$ cat src/sv/mse_pkg.sv
// ----------------------------------------------------------------------------
// mse_pkg
// Shared widths, types and state encoding for the mean squared error core.
// ----------------------------------------------------------------------------
package mse_pkg;

	localparam int unsigned MAX_LENGTH = 65536;

	localparam int unsigned IN_W      = 16;   // Q8.8 operands
	localparam int unsigned DIFF_W    = IN_W + 1;
	localparam int unsigned SQ_W      = 2 * IN_W;
	localparam int unsigned SUM_W     = 50;   // Q34.16 running sum
	localparam int unsigned CNT_W     = $clog2(MAX_LENGTH + 1);
	localparam int unsigned MEAN_W    = 32;
	localparam int unsigned OUT_CNT_W = 17;
	localparam int unsigned STEP_W    = $clog2(SUM_W + 1);

	localparam int unsigned QDEPTH    = 2;
	localparam int unsigned QPTR_W    = (QDEPTH > 1) ? $clog2(QDEPTH) : 1;
	localparam int unsigned QCNT_W    = $clog2(QDEPTH + 1);

	typedef logic [SUM_W-1:0]  sum_t;
	typedef logic [SUM_W:0]    sum_ext_t;
	typedef logic [CNT_W-1:0]  cnt_t;
	typedef logic [CNT_W:0]    trial_t;
	typedef logic [SQ_W-1:0]   sq_t;
	typedef logic [MEAN_W-1:0] mean_t;
	typedef logic [STEP_W-1:0] step_t;

	localparam sum_t SUM_MAX = '1;
	localparam cnt_t CNT_LIMIT = cnt_t'(MAX_LENGTH);

	// One finished vector, handed from the accumulator to the divider.
	typedef struct packed {
		sum_t sum;
		cnt_t count;
		logic ovf;
	} mse_item_t;

	typedef enum logic [1:0] {
		DIV_IDLE,
		DIV_RUN,
		DIV_HOLD
	} div_state_t;

endpackage

$ cat src/sv/mean_squared_error_core.sv
// ----------------------------------------------------------------------------
// mean_squared_error_core
// Mean of squared Q8.8 differences over a vector, emitted as unsigned Q16.16.
// ----------------------------------------------------------------------------
//  channel | handshake           | payload
//  --------+---------------------+------------------------------------------
//  in      | in_valid/in_ready   | pred_value, target_value, last_element
//  out     | out_valid/out_ready | mean_error, element_count, overflow_flag
//
//  Elements accumulate at one per cycle (square register, then 50-bit add).
//  Each vector's mean is computed in the bit-serial divider.
//  A two-entry queue holds finished totals; input stalls only on a last
//  element when that queue is full.
//  Reset (arst_n low) clears sum, count, queue, divider and output valid.
// ----------------------------------------------------------------------------
module mean_squared_error_core (
	input  logic                           clk,
	input  logic                           arst_n,
	input  logic                           in_valid,
	output logic                           in_ready,
	input  logic signed [15:0]             pred_value,
	input  logic signed [15:0]             target_value,
	input  logic                           last_element,
	output logic                           out_valid,
	input  logic                           out_ready,
	output logic [mse_pkg::MEAN_W-1:0]     mean_error,
	output logic [mse_pkg::OUT_CNT_W-1:0]  element_count,
	output logic                           overflow_flag
);

	logic               q_push;
	logic               q_pop;
	logic               q_full;
	logic               q_empty;
	mse_pkg::mse_item_t q_wdata;
	mse_pkg::mse_item_t q_rdata;

	mse_front u_front (
		.clk          (clk),
		.arst_n       (arst_n),
		.in_valid     (in_valid),
		.in_ready     (in_ready),
		.pred_value   (pred_value),
		.target_value (target_value),
		.last_element (last_element),
		.q_full       (q_full),
		.q_push       (q_push),
		.q_data       (q_wdata)
	);

	mse_queue u_queue (
		.clk       (clk),
		.arst_n    (arst_n),
		.push      (q_push),
		.push_data (q_wdata),
		.full      (q_full),
		.pop       (q_pop),
		.pop_data  (q_rdata),
		.empty     (q_empty)
	);

	mse_div u_div (
		.clk           (clk),
		.arst_n        (arst_n),
		.q_empty       (q_empty),
		.q_data        (q_rdata),
		.q_pop         (q_pop),
		.out_valid     (out_valid),
		.out_ready     (out_ready),
		.mean_error    (mean_error),
		.element_count (element_count),
		.overflow_flag (overflow_flag)
	);

endmodule

$ cat src/sv/mse_front.sv
// ----------------------------------------------------------------------------
// mse_front
// Squares each pair's difference and accumulates sum and count; pushes the
// totals of a vector into the queue on its last element.
// ----------------------------------------------------------------------------
module mse_front (
	input  logic                        clk,
	input  logic                        arst_n,
	input  logic                        in_valid,
	output logic                        in_ready,
	input  logic signed [15:0]          pred_value,
	input  logic signed [15:0]          target_value,
	input  logic                        last_element,
	input  logic                        q_full,
	output logic                        q_push,
	output mse_pkg::mse_item_t          q_data
);

	logic signed [mse_pkg::DIFF_W-1:0] diff;
	logic [mse_pkg::DIFF_W-1:0]        mag;
	logic                              valid_s1;
	logic                              last_s1;
	mse_pkg::sq_t                      sq_s1;
	logic                              adv_s1;

	mse_pkg::sum_t     sum_q;
	mse_pkg::cnt_t     cnt_q;
	logic              ovf_q;
	mse_pkg::sum_ext_t sum_add;
	mse_pkg::sum_t     sum_nxt;
	mse_pkg::cnt_t     cnt_nxt;
	logic              ovf_nxt;

	assign diff = mse_pkg::DIFF_W'(pred_value) - mse_pkg::DIFF_W'(target_value);
	assign mag  = diff[mse_pkg::DIFF_W-1] ? mse_pkg::DIFF_W'(-diff) : mse_pkg::DIFF_W'(diff);

	// a last element may only leave stage 1 when the queue has room
	assign adv_s1   = valid_s1 && (!last_s1 || !q_full);
	assign in_ready = !valid_s1 || adv_s1;

	always_ff @(posedge clk or negedge arst_n) begin
		if (!arst_n) begin
			valid_s1 <= 1'b0;
		end else if (in_ready) begin
			valid_s1 <= in_valid;
		end
	end

	always_ff @(posedge clk) begin
		if (in_valid && in_ready) begin
			last_s1 <= last_element;
			sq_s1   <= mag[mse_pkg::IN_W-1:0] * mag[mse_pkg::IN_W-1:0];
		end
	end

	assign sum_add = mse_pkg::sum_ext_t'(sum_q) + mse_pkg::sum_ext_t'(sq_s1);

	always_comb begin
		sum_nxt = sum_q;
		cnt_nxt = cnt_q;
		ovf_nxt = ovf_q;
		if (cnt_q >= mse_pkg::CNT_LIMIT) begin
			ovf_nxt = 1'b1;
		end else begin
			sum_nxt = sum_add[mse_pkg::SUM_W] ? mse_pkg::SUM_MAX : sum_add[mse_pkg::SUM_W-1:0];
			cnt_nxt = cnt_q + mse_pkg::cnt_t'(1);
		end
	end

	always_ff @(posedge clk or negedge arst_n) begin
		if (!arst_n) begin
			sum_q <= '0;
			cnt_q <= '0;
			ovf_q <= 1'b0;
		end else if (adv_s1) begin
			if (last_s1) begin
				sum_q <= '0;
				cnt_q <= '0;
				ovf_q <= 1'b0;
			end else begin
				sum_q <= sum_nxt;
				cnt_q <= cnt_nxt;
				ovf_q <= ovf_nxt;
			end
		end
	end

	assign q_push       = adv_s1 && last_s1;
	assign q_data.sum   = sum_nxt;
	assign q_data.count = cnt_nxt;
	assign q_data.ovf   = ovf_nxt;

	a_push_room: assert property (@(posedge clk) disable iff (!arst_n)
		q_push |-> !q_full)
		else $error("push into full queue");

	a_count_bound: assert property (@(posedge clk) disable iff (!arst_n)
		cnt_q <= mse_pkg::CNT_LIMIT)
		else $error("element count beyond limit");

endmodule

$ cat src/sv/mse_queue.sv
// ----------------------------------------------------------------------------
// mse_queue
// Short FIFO of finished vector totals between accumulator and divider.
// ----------------------------------------------------------------------------
module mse_queue (
	input  logic               clk,
	input  logic               arst_n,
	input  logic               push,
	input  mse_pkg::mse_item_t push_data,
	output logic               full,
	input  logic               pop,
	output mse_pkg::mse_item_t pop_data,
	output logic               empty
);

	mse_pkg::mse_item_t               slot_q [mse_pkg::QDEPTH];
	logic [mse_pkg::QPTR_W-1:0]       wr_ptr_q;
	logic [mse_pkg::QPTR_W-1:0]       rd_ptr_q;
	logic [mse_pkg::QCNT_W-1:0]       fill_q;
	logic                             do_push;
	logic                             do_pop;

	function automatic logic [mse_pkg::QPTR_W-1:0] ptr_inc(input logic [mse_pkg::QPTR_W-1:0] p);
		ptr_inc = (p == mse_pkg::QPTR_W'(mse_pkg::QDEPTH - 1)) ? '0 : p + mse_pkg::QPTR_W'(1);
	endfunction

	assign full     = (fill_q == mse_pkg::QCNT_W'(mse_pkg::QDEPTH));
	assign empty    = (fill_q == '0);
	assign do_push  = push && !full;
	assign do_pop   = pop && !empty;
	assign pop_data = slot_q[rd_ptr_q];

	always_ff @(posedge clk) begin
		if (do_push) begin
			slot_q[wr_ptr_q] <= push_data;
		end
	end

	always_ff @(posedge clk or negedge arst_n) begin
		if (!arst_n) begin
			wr_ptr_q <= '0;
			rd_ptr_q <= '0;
			fill_q   <= '0;
		end else begin
			if (do_push) begin
				wr_ptr_q <= ptr_inc(wr_ptr_q);
			end
			if (do_pop) begin
				rd_ptr_q <= ptr_inc(rd_ptr_q);
			end
			if (do_push && !do_pop) begin
				fill_q <= fill_q + mse_pkg::QCNT_W'(1);
			end else if (do_pop && !do_push) begin
				fill_q <= fill_q - mse_pkg::QCNT_W'(1);
			end
		end
	end

	a_no_pop_empty: assert property (@(posedge clk) disable iff (!arst_n)
		pop |-> !empty)
		else $error("pop from empty queue");

	a_fill_bound: assert property (@(posedge clk) disable iff (!arst_n)
		fill_q <= mse_pkg::QCNT_W'(mse_pkg::QDEPTH))
		else $error("queue fill count out of range");

endmodule

$ cat src/sv/mse_div.sv
// ----------------------------------------------------------------------------
// mse_div
// Restoring divider, one quotient bit per cycle: sum / count, low 32 bits of
// the quotient kept. Holds the result in an output register.
// ----------------------------------------------------------------------------
module mse_div (
	input  logic                           clk,
	input  logic                           arst_n,
	input  logic                           q_empty,
	input  mse_pkg::mse_item_t             q_data,
	output logic                           q_pop,
	output logic                           out_valid,
	input  logic                           out_ready,
	output logic [mse_pkg::MEAN_W-1:0]     mean_error,
	output logic [mse_pkg::OUT_CNT_W-1:0]  element_count,
	output logic                           overflow_flag
);

	mse_pkg::div_state_t state_q, state_nxt;
	mse_pkg::step_t      step_q;
	mse_pkg::sum_t       dvd_q;
	mse_pkg::cnt_t       dvs_q;
	mse_pkg::cnt_t       rem_q;
	mse_pkg::mean_t      quo_q;
	logic                ovf_q;
	logic                out_valid_q;
	logic                out_free;
	logic                step_en;
	logic                load_out;
	mse_pkg::trial_t     trial;
	mse_pkg::trial_t     trial_sub;
	logic                ge;

	assign out_free = !out_valid_q || out_ready;

	always_comb begin
		state_nxt = state_q;
		q_pop     = 1'b0;
		step_en   = 1'b0;
		load_out  = 1'b0;
		unique case (state_q)
			mse_pkg::DIV_IDLE: begin
				if (!q_empty) begin
					q_pop     = 1'b1;
					state_nxt = mse_pkg::DIV_RUN;
				end
			end
			mse_pkg::DIV_RUN: begin
				step_en = 1'b1;
				if (step_q == mse_pkg::step_t'(1)) begin
					state_nxt = mse_pkg::DIV_HOLD;
				end
			end
			mse_pkg::DIV_HOLD: begin
				if (out_free) begin
					load_out  = 1'b1;
					state_nxt = mse_pkg::DIV_IDLE;
				end
			end
			default: state_nxt = mse_pkg::DIV_IDLE;
		endcase
	end

	always_ff @(posedge clk or negedge arst_n) begin
		if (!arst_n) begin
			state_q <= mse_pkg::DIV_IDLE;
			step_q  <= '0;
		end else begin
			state_q <= state_nxt;
			if (q_pop) begin
				step_q <= mse_pkg::step_t'(mse_pkg::SUM_W);
			end else if (step_en) begin
				step_q <= step_q - mse_pkg::step_t'(1);
			end
		end
	end

	assign trial     = {rem_q, dvd_q[mse_pkg::SUM_W-1]};
	assign trial_sub = trial - mse_pkg::trial_t'(dvs_q);
	assign ge        = (trial >= mse_pkg::trial_t'(dvs_q));

	always_ff @(posedge clk) begin
		if (q_pop) begin
			dvd_q <= q_data.sum;
			dvs_q <= q_data.count;
			ovf_q <= q_data.ovf;
			rem_q <= '0;
			quo_q <= '0;
		end else if (step_en) begin
			dvd_q <= dvd_q << 1;
			rem_q <= ge ? trial_sub[mse_pkg::CNT_W-1:0] : trial[mse_pkg::CNT_W-1:0];
			quo_q <= {quo_q[mse_pkg::MEAN_W-2:0], ge};
		end
	end

	always_ff @(posedge clk or negedge arst_n) begin
		if (!arst_n) begin
			out_valid_q <= 1'b0;
		end else if (load_out) begin
			out_valid_q <= 1'b1;
		end else if (out_ready) begin
			out_valid_q <= 1'b0;
		end
	end

	always_ff @(posedge clk) begin
		if (load_out) begin
			mean_error    <= quo_q;
			element_count <= mse_pkg::OUT_CNT_W'(dvs_q);
			overflow_flag <= ovf_q;
		end
	end

	assign out_valid = out_valid_q;

	a_rem_below_divisor: assert property (@(posedge clk) disable iff (!arst_n)
		(state_q == mse_pkg::DIV_RUN) |-> (rem_q < dvs_q))
		else $error("partial remainder not below divisor");

	a_step_idle: assert property (@(posedge clk) disable iff (!arst_n)
		(state_q != mse_pkg::DIV_RUN) |-> (step_q == '0))
		else $error("step counter live outside run");

	a_divisor_nonzero: assert property (@(posedge clk) disable iff (!arst_n)
		(state_q == mse_pkg::DIV_RUN) |-> (dvs_q != '0))
		else $error("zero divisor");

endmodule

$ cat config.mk
export PLATFORM = sky130hd
export DESIGN_NAME = mean_squared_error_core
export DESIGN_NICKNAME = d
export VERILOG_FILES = /design/src/sv/mse_pkg.sv /design/src/sv/mean_squared_error_core.sv /design/src/sv/mse_front.sv /design/src/sv/mse_queue.sv /design/src/sv/mse_div.sv
export SDC_FILE = /design/constraint.sdc
export NUM_CORES = 1
export LEC_CHECK = 0
export ABC_AREA = 1
export BUFFER_PORTS_ARGS = -buffer_cell sky130_fd_sc_hd__buf_2
export CAP_MARGIN = 20
export CORE_ASPECT_RATIO = 1.2
export CORE_UTILIZATION = 45
export CTS_CLUSTER_DIAMETER = 100
export DETAILED_ROUTE_END_ITERATION = 6
export PLACE_DENSITY = 0.68
export SYNTH_ARGS = -nofsm -noshare
export SYNTH_HDL_FRONTEND = slang
export SYNTH_HIERARCHICAL = 1
export SYNTH_SLANG_ARGS = --single-unit
$ cat constraint.sdc
create_clock -name clk -period 5.4 [get_ports clk]
set_input_delay 0.54 -clock clk [delete_from_list [all_inputs] [get_ports clk]]
set_output_delay 0.54 -clock clk [all_outputs]
set_load 0.005 [all_outputs]
# Yosys cells after proc, flatten, opt, wreduce, memory -nomap -nowiden
# Memory sizes are Yosys's and may differ from the RTL's.
# Cells that the tools add are included.
# Widths: inputs -> output; s select.
[totals] reg_bits=282 latchBits=0 ram_bits=136 romBits=0 inputBits=37 elab_cells=94 mem_count=1
[op_classes] addsub=10 multipliers=1 div_mod_pow=0 order_cmp=2 n_eq_ne=7 n_shift=0 n_mux=30 n_bitwise=0 n_reduce_logical=23
[mem_list] name="u_queue.slot_q" words=2 word_bits=68 rd=1 rd_clocked_by_memory_dff=0 write_ports=1 line_no="mse_queue.sv:16" text="mse_pkg::mse_item_t slot_q [mse_pkg::QDEPTH];"
[ops] cell="$mux 50" count=5
[ops] cell="$add 50x32->51" count=1
[ops] cell="$mux 17" count=3
[ops] cell="$mul 16x16->32" count=1
[ops] cell="$ge 18x17->1" count=1
[ops] cell="$add 17x1->17 const B" count=1
[ops] cell="$ge 17x17->1 const B" count=1
[ops] cell="$sub 16x16->17" count=1
[ops] cell="$sub 17x17->17" count=1
[ops] cell="$mux 16" count=1
[ops] cell="$neg 16->16" count=1
[ops] cell="$mux 1" count=13
[ops] cell="$mux 6" count=2
[ops] cell="$mux 2" count=5
[ops] cell="$logic_and 1x1->1" count=7
[ops] cell="$logic_not 1->1" count=7
[ops] cell="$eq 6x1->1 const B" count=1
[ops] cell="$pmux 2 s3" count=1
[ops] cell="$reduce_bool 2->1" count=3
[ops] cell="$sub 6x1->6 const B" count=1
[ops] cell="$eq 2x2->1 const B" count=2
[ops] cell="$logic_not 2->1" count=2
[ops] cell="$ne 2x1->1 const B" count=2
[ops] cell="$logic_or 1x1->1" count=3
[ops] cell="other kinds (6)" count=7

# Longest topological paths before layout
[depth] word_depth=10 depth_mapped=44 depth_no_buf=43

# By module
# The synthesis kept the hierarchy.
[by_module_without_submodules] mod="mse_front" instances=1 cells_per_inst=2115 area_per_inst_um2=15733.8 seq_area_each_um2=2687.6
[by_module_without_submodules] mod="mse_div" instances=1 cells_per_inst=801 area_per_inst_um2=7579.8 seq_area_each_um2=4749.6
[by_module_without_submodules] mod="mse_queue" instances=1 cells_per_inst=387 area_per_inst_um2=5180.0 seq_area_each_um2=4184.0

# Worst setup path before layout
# No wires, ideal clock.
[synth_path] path_type="in2reg" from="input port pred_value[0]" to="register u_front.sq_s1[28] (data pin)" setup_ns=0.262 t_arrival_ns=7.504 t_required_ns=5.138 slack_ns=-2.366 path_stages=38 path_buffers=2 path_cell_list="inv_1 > ha_1 > fa_1 > inv_1 > nand3_1 > nand2_2 > nand3_1 > nand3_1 > a21oi_1 > or2_1 > nand2_2 > inv_2 > buf_6 > nor2_4 > xor2_4 > buf_6 > nor2_1 > fa_1 > (+2 left out) > inv_1 > fa_1 > fa_1 > fa_1 > inv_1 > fa_1 > inv_1 > ha_1 > a21oi_1 > nor2_1 > a211oi_1 > o21ai_0 > a21oi_1 > o21bai_1 > nand2_1 > nand2_1 > a21oi_1 > xor2_1"
[synth_between] elab_chain_cells=4
[synth_lines] item="from (decl)" line_no="mean_squared_error_core.sv:21" text="input logic signed [15:0] pred_value,"
[synth_lines] item="$sub 16x16->17 *" line_no="mse_front.sv:34" text="assign diff = mse_pkg::DIFF_W'(pred_value) - mse_pkg::DIFF_W'(target_value);"
[synth_lines] item="$neg 16->16" line_no="mse_front.sv:35" text="assign mag = diff[mse_pkg::DIFF_W-1] ? mse_pkg::DIFF_W'(-diff) : mse_pkg::DIFF_W'(diff);"
[synth_lines] item="$mux 16 *" line_no="mse_front.sv:35"
[synth_lines] item="$mul 16x16->32 *" line_no="mse_front.sv:52" text="sq_s1 <= mag[mse_pkg::IN_W-1:0] * mag[mse_pkg::IN_W-1:0];"
[synth_lines] item="to (signal assigned)" line_no="mse_front.sv:52"
[synth_lines] item="to (decl)" line_no="mse_front.sv:23" text="mse_pkg::sq_t sq_s1;"
# Mark *: on every way between the ends. The rest lies on a longest branch, timed or not.
# A chain may end at the register's enable or synchronous reset.

# Final worst setup path
[layout_path] from="input port pred_value[0]" to="register u_front.sq_s1[24] (data pin)"
# Same word-level chain as after synthesis.

==> reports/metrics.yaml <==
antenna_found_initial: 0
r2r_start: "u_front/sq_s1[3]"
whs_endpoint: "u_front/last_s1"
clk_pin_slew_ns: 0.06
syn_inst: 3303
busiest_layer: "met2"
crit_fanout: 6
wl_per_cell_um: 14.8
finClkSkew_ns: 0.0170
slowest_stage: "fa_1"
r2r-end: "u_queue/slot_q[0][41]"
overflow: 0
synth.distinct_cells: 55
endpoint_kind: "register"
cp.arrival_ns: 7.45
grt_use_met2: 0.405
yosysSeqAreaShare: 0.408
required_ns: 5.69
critPathKind: "input port to register"
diodes: 0
syn2layout_area_growth_pct: 21.8
synth_edf_count: 286
drt-pass1-iter-count: 5
rows: 100
die_h_um: 278
ys_dominant_reg_cell: "edfxtp_1"
ant_nets: 0
netlist.top_cell.by_area: "edfxtp_1"
dieArea_um2: 64300
start_kind: "input port"
grt_pass1_wl_mm: 109
setup_ws_ns: -1.75
post-place-ws_ns: -2.47
r2r_cells: 14
hold_start: "last_element"
holdPathStages: 1
synth_area_per_cell_um2: 8.63
crit_buf_inv: 10
cts_buffers: 39
rsz0062_at_grt: "true"
synth_top_area_share: 0.301
dieWidth_um: 232
nets: 4043
fillers: 5583
syn_area_um2: 28500
yosysMostFrequentCell: "nand2_1"
critPathTopFamily: "adder cells"
drv_cap: 0
violations: "negative setup slack"
synthesis.nets: 3675
coreArea_um2: 62300
worstMarginPinSlew_ns: 1.07
cts_root_buffer: "clkbuf_16"
num_io_pins: 89
hold_violations: 0
start_util: 0.457
min_period_ns: 7.15
yosys_warnings: 6
drive_gt1_frac: 0.208
grt_usage: 0.210
vias: 22200
use_met1: 0.233
grt_max_degree: 70
fin_hold_ws_ns: 0.216
crit_top_cell: "fa_1"
r2r_slack_ns: 1.94
routed_wl_mm: 66.7
drt_iter0_drc: 899
htree_num_levels: 2
max_freq_mhz: 140
numClockSinks: 417
use_met3: 0.0148
critPathLaunch: "pred_value[0]"
ys_ff_latch: 417
finalSetupViolCount: 26
portBuffers: 88
place.detailed.hpwl_mm: 51.3
period_share: 1.32
clk_latency_ns: 0.55
clock_path_buffers: 3
drc: 0
ys_top_cells_by_area: "edfxtp_1 30%, nand2_1 13%, fa_1 12%"
status: "finished, violations left"
max_stage_delay_ns: 0.55
place_congestion: 0.957
slew_headroom: 0.288
async_flop_share: 0.197
viasPerCell: 4.92
hold_class: "input port to register"
synthTopCellsByCount: "966 x nand2_1, 562 x inv_1, 286 x edfxtp_1, 199 x nor2_1, 168 x ha_1"
slew_viol_final: 0
grt_pass1_vias: 22500
cts_tree: "yes"
[metal layers]
layer / share of wire / up-vias
li1: - / 11200
met1: 0.39 / 10500
met2: 0.54 / 348
met3: 0.022 / 158
met4: 0.043 / 0
met5: 0 / -
[registers in the layout (all words and copies together), names as in the netlist, 2 cells and up]
register             flops
u_queue/fill_q           2
u_div/dvs_q             17
u_div/mean_error        32
u_queue/slot_q         136
u_div/rem_q             17
u_div/state_q            2
u_div/quo_q             32
u_front/sq_s1           31
u_div/element_count     17
u_front/sum_q           50
u_div/step_q             6
u_div/dvd_q             50
u_front/cnt_q           17
[final cells by class]
type / count / area, µm² / area share
multi-input cells: 2209 / 15400 / 0.442
clock inverters: 24 / 357 / 0.0103
well taps: 816 / 1020 / 0.0294
flip-flops and latches: 417 / 11600 / 0.335
repair inverters: 1 / 3.75 / 0.000108
repair buffers: 407 / 3030 / 0.0873
inverters: 596 / 2290 / 0.0660
clock buffers: 48 / 1040 / 0.0300
[placed cells by master, fill, tap and decap left out, types with 50 or more instances in the layout]
cell type  count
edfxtp_1     286
xor2_1        51
nand3_1      141
a21oi_1       66
nand2_1      926
o21ai_0      101
dfrtp_1       81
inv_2         50
buf_2         85
nor2_1       163
inv_1        535
buf_4        282
ha_1         141
fa_1         157
[stage by stage]
step / setup TNS [ns] / std cells / util / area [µm²]
floorplan: -35.79 / 3303 / - / 29100
CTS: -31.85 / 4499 / 0.550 / 34300
detailed placement: -53.32 / 4398 / 0.516 / 32200
finish: -33.95 / 4518 / 0.557 / 34700
global route: -41.49 / 4518 / 0.557 / 34700
global placement: -51.27 / 4398 / 0.516 / 32200
[how the worst max path moves through the flow]
stage / to / slack (ns) / depth (start not counted)
finish: u_front/sq_s1[24] / -1.75 / 38
global route: u_front/sq_s1[24] / -2.06 / 38
CTS: u_front/sq_s1[29] / -1.61 / 35
detailed placement: u_front/sq_s1[29] / -2.47 / 37
global placement: u_front/sq_s1[28] / -2.39 / 37
floorplan: u_front/sq_s1[28] / -1.93 / 38
[what timing repair did]
| action | in CTS | in global routing |
|---|---|---|
| resized for setup | 129 | 65 |
| setup buffers | 30 | 20 |
| setup endpoints to repair | 26 | 26 |
| gates cloned | 1 | 0 |
| pin swaps | 77 | 31 |
| hold endpoints to repair | 24 | 0 |
| hold buffers | 1 | 0 |
[logic make-up after synthesis]
family          count (synthesis)  synth area share
xor+xnor                       88            0.0285
compound gates                311            0.0619
simple gates                 1474             0.216
mux                             1          0.000351
buf+inv                       677            0.0941
flops                         417             0.408
fa+ha+maj                     335             0.191
Power is not shown: default switching activity piles up to over one toggle a cycle in this logic, so the estimate is an artifact.
